### src/rtl/assert_macros.svh
// Assertion helpers for the RTL files.
// Both use i_clk and i_rst_n of the including module.
`ifndef ASSERT_MACROS_SVH
`define ASSERT_MACROS_SVH

// The condition must hold at every clock edge outside reset.
`define ASSERT_ALWAYS(label, cond, msg) \
    label: assert property (@(posedge i_clk) disable iff (!i_rst_n) (cond)) else $error(msg);

// When the antecedent holds, the consequent must hold in the following cycle.
`define ASSERT_NEXT(label, ante, cons, msg) \
    label: assert property (@(posedge i_clk) disable iff (!i_rst_n) (ante) |=> (cons)) \
        else $error(msg);

`endif

### src/rtl/rsb_ram.sv
`timescale 1ns / 1ps
// ----------------------------------------------------------------------------
// rsb_ram
// Simple dual-port RAM, one write and one registered read port.
// ----------------------------------------------------------------------------
module rsb_ram #(
    parameter int WIDTH = 32,
    parameter int DEPTH = 64,
    parameter int AW    = (DEPTH > 1) ? $clog2(DEPTH) : 1
) (
    input  logic             i_clk,
    input  logic             i_we,
    input  logic [AW-1:0]    i_waddr,
    input  logic [WIDTH-1:0] i_wdata,
    input  logic             i_re,
    input  logic [AW-1:0]    i_raddr,
    output logic [WIDTH-1:0] o_rdata
);

    logic [WIDTH-1:0] r_mem [DEPTH];
    logic [WIDTH-1:0] r_rdata;

    always_ff @(posedge i_clk) begin
        if (i_we) begin
            r_mem[i_waddr] <= i_wdata;
        end
        if (i_re) begin
            r_rdata <= r_mem[i_raddr];
        end
    end

    assign o_rdata = r_rdata;

endmodule

### config.mk
export PLATFORM = sky130hd
export DESIGN_NAME = rsb_ram
export DESIGN_NICKNAME = d
export VERILOG_FILES = /design/src/rtl/assert_macros.svh /design/src/rtl/rsb_ram.sv
export SDC_FILE = /design/constraint.sdc
export NUM_CORES = 2
export LEC_CHECK = 0
export ABC_CLOCK_PERIOD_IN_PS = 4900
export BUFFER_PORTS_ARGS = -buffer_cell sky130_fd_sc_hd__buf_4
export CORE_ASPECT_RATIO = 0.6
export CORE_MARGIN = 2
export CORE_UTILIZATION = 25
export DETAILED_ROUTE_END_ITERATION = 12
export GPL_ROUTABILITY_DRIVEN = 0
export MAX_ROUTING_LAYER = met4
export SYNTH_ARGS = -nofsm -noshare
export SYNTH_HDL_FRONTEND = slang
export SYNTH_SLANG_ARGS = --single-unit
### constraint.sdc
create_clock -name i_clk -period 4.9 [get_ports i_clk]
set_input_delay 0.98 -clock i_clk [delete_from_list [all_inputs] [get_ports i_clk]]
set_output_delay 0.98 -clock i_clk [all_outputs]
set_load 0.005 [all_outputs]
==> impl_results.md <==
- Input/output buffers: 78
- Library cell with the largest summed area after synthesis: sky130_fd_sc_hd__edfxtp_1
- Syn Inst Count: 3324
- Hold buffer count at CTS: 0
- Ranking of synthesized cells by area: sky130_fd_sc_hd__edfxtp_1 79%, sky130_fd_sc_hd__mux4_2 16%, sky130_fd_sc_hd__mux2i_1 1.2%
- Count of H-tree levels built during CTS: 4
- Number of flops mapped to enable cells by yosys: 2080
- Bufs on Longest Clock Path: 4
- Average wire per standard cell: 28.2 um
- Maximum number of pins on one net before global-route repair: 80
- Effective utilization at floorplan: 25.2%
- Setup repair after global routing missed its margin: false
- Register bit total from synthesis: 2080
- TritonCTS clock tree: done
- Count of instances resized after the clock tree is built: 0
- Post-layout instance count excluding filler cells: 7884
- Endpoints failing setup: 0
- Width of the chip: 729 um
- Die Y: 439 um
- CP arrival: 3.89 ns
- Worst path required time: 5.40 ns
- Area delta synth->final: 15.9%
- Proportion of netlist area held by the largest area contributor: 79.2%
- Overall overflow remaining after global route: 0
- Reg clk slew, reported paths: 0.07 ns
- Sort of element at the end of the critical path: flop
- Final Net Count: 3613
- Maximum operating frequency: 0.295 GHz
- Average footprint of a synthesized cell: 23.7 um^2
- Post-Layout Inst Area: 91400 um^2
- Number of buffers created by CTS: 175
- Pre-CTS setup slack: 0.660 ns
- Total track usage: 13.9%
- CTS sink cnt: 2080
- Sequential share of the synthesized area: 79.2%
- Total negative slack for setup checks: 0 ns
- CP startpoint kind: primary input
- Routed Wire Length: 222000 um
- Final critical path time including I/O delays and setup: 3.39 ns
- Post-Place Cells: 7575
- Vias in the first global route: 37273
- Clock insertion delay at the later pin of the skew report: 0.83 ns
- Post-synth net total: 3371
- Worst Tran Pin Value: 1.04 ns
- Worst setup skew after layout: 0.0346 ns
- Relative slew slack: 30.7%
- Worst-case vdd ir drop: 0.000254 V
- Critical Setup Path Class: in -> reg
- Worst hold-check slack: 0.682 ns
- Run status: finished, final reports clean
- Initial antenna violation count: 24
- Max_cap viols: 0
- Flip-flop cell with the highest count after synthesis: sky130_fd_sc_hd__edfxtp_1
- HPWL after DPL: 133000 um
- Number of post-CTS setup repair buffers: 0
- Placed cell area: 86100 um^2
- Fin. Hold Viols: 0
- Area of the core: 313000 um^2
- Ratio of cells with drive above 1 in the final layout: 29.4%
- Total power density per cell area: 385 nW/um^2
- Initial DRC Count: 5604
- Number of antenna-violating nets in the routed design: 0
- Wire length of the first global-routing pass: 305000 um
- Number of pins with negative max-slew slack in the final report: 0
- Distinct cells, synth: 33
- Ys Warns: 0
- Fill count: 30148
- Fin crit share: 69.2%
- Final Worst Setup Slack: 1.51 ns
- CP max FO: 34
- Floorplan die area: 320000 um^2
- Ports placed on the boundary: 79
- Min-Delay Path Class: in -> reg
- Total number of vias: 38193
- Row cnt: 159
- Leakage dissipation: 27.4 nW
- Root Driver: sky130_fd_sc_hd__clkbuf_16
- Number of remaining DRC errors: 0
- Syn Std Cell Area: 78800 um^2
- Initial DRT Pass Iterations: 5
- Per-cell via count in the routed design: 4.84
- Async set or reset register ratio after synthesis: 0%
==> registers in the layout, indices dropped and copies added, names as in the netlist <==
name,cells
r_mem,2048
o_rdata,32
==> routing by layer <==
layer	global-route usage, %	vias up	share of wire (%)
met5	-	-	0
met4	3.04	0	2.1
met3	4.02	276	11
met2	18.2	2153	41
met1	21.1	21005	46
li1	-	14759	-
==> power breakdown <==
| group | total, mW | switching, mW | internal, mW |
|---|---|---|---|
| Clock | 13.6 | 6.33 | 7.23 |
| Sequential | 19.8 | 0.0856 | 19.7 |
| Combinational | 1.85 | 1.16 | 0.689 |
| Total | 35.2 | 7.57 | 27.6 |
==> kinds of logic after synthesis <==
logic type      synth area share, %
compound gates                 1.67
buf+inv                        1.12
flops                          79.2
mux                            16.7
simple gates                   1.26
==> per-stage QoR <==
stage | power, mW | utilization, %
floorplan | 21.1 | -
global placement | 22.0 | 27.5
detailed placement | 22.1 | 27.5
CTS | 35.4 | 29.2
global route | 36.3 | 29.2
finish | 35.2 | 29.2
==> synthesized netlist by cell type (all sizes together) (3+ instances only) <==
cell and n:
buf 108, nand2 26, o32ai 4, a21oi 62, edfxtp 2080, and3 4
a311oi 8, mux2i 93, nor2 137, or3b 5, nand3 5, a41o 4
mux4 544, clkbuf 74, o221ai 27, nor2b 15, or2 3, nor3 7
nand3b 5, o22ai 84, nand2b 8, or3 3, a22oi 12
==> layout by cell type (no fill, tap or decap), types with 44 or more instances in the layout <==
master,synthesis,layout
sky130_fd_sc_hd__mux2i_1,93,93
sky130_fd_sc_hd__nor2_1,137,75
sky130_fd_sc_hd__edfxtp_1,2080,2080
sky130_fd_sc_hd__o22ai_1,84,84
sky130_fd_sc_hd__a21oi_1,62,62
sky130_fd_sc_hd__mux4_2,544,544
sky130_fd_sc_hd__clkbuf_1,74,44
sky130_fd_sc_hd__nor2_4,0,62
sky130_fd_sc_hd__buf_4,25,202
sky130_fd_sc_hd__clkbuf_16,0,179
==> final cells by class <==
| class | instances | area (um^2) | share of cell area [%] |
|---|---|---|---|
| Antenna cell | 6 | 15.0 | 0.0164 |
| Clock buffer | 223 | 4640 | 5.08 |
| Clock inverter | 80 | 632 | 0.692 |
| Multi-Input combinational cell | 1062 | 16000 | 17.5 |
| Sequential cell | 2080 | 62500 | 68.4 |
| Tap cell | 4186 | 5240 | 5.73 |
| Timing Repair Buffer | 247 | 2390 | 2.62 |
==> critical path, stage by stage <==
cell	delay (ns)
sky130_fd_sc_hd__buf_8	0.37
sky130_fd_sc_hd__buf_12	0.35
sky130_fd_sc_hd__mux4_2	0.56
sky130_fd_sc_hd__mux4_2	0.50
sky130_fd_sc_hd__o22ai_1	0.81
sky130_fd_sc_hd__nor2_1	0.21
==> final timing paths <==
path	endpoint	cells after the start	from	slack (ns)
worst max-delay path	o_rdata[31]$_DFFE_PP_	6	i_raddr[0]	1.51
worst min-delay path	r_mem[1][1]$_DFFE_PP_	1	i_wdata[1]	0.68
worst max register to register	o_rdata[31]$_DFFE_PP_	4	r_mem[59][31]$_DFFE_PP_	2.24
worst min register to register	o_rdata[8]$_DFFE_PP_	4	r_mem[12][8]$_DFFE_PP_	0.82
(Power assumes the default switching activity.)
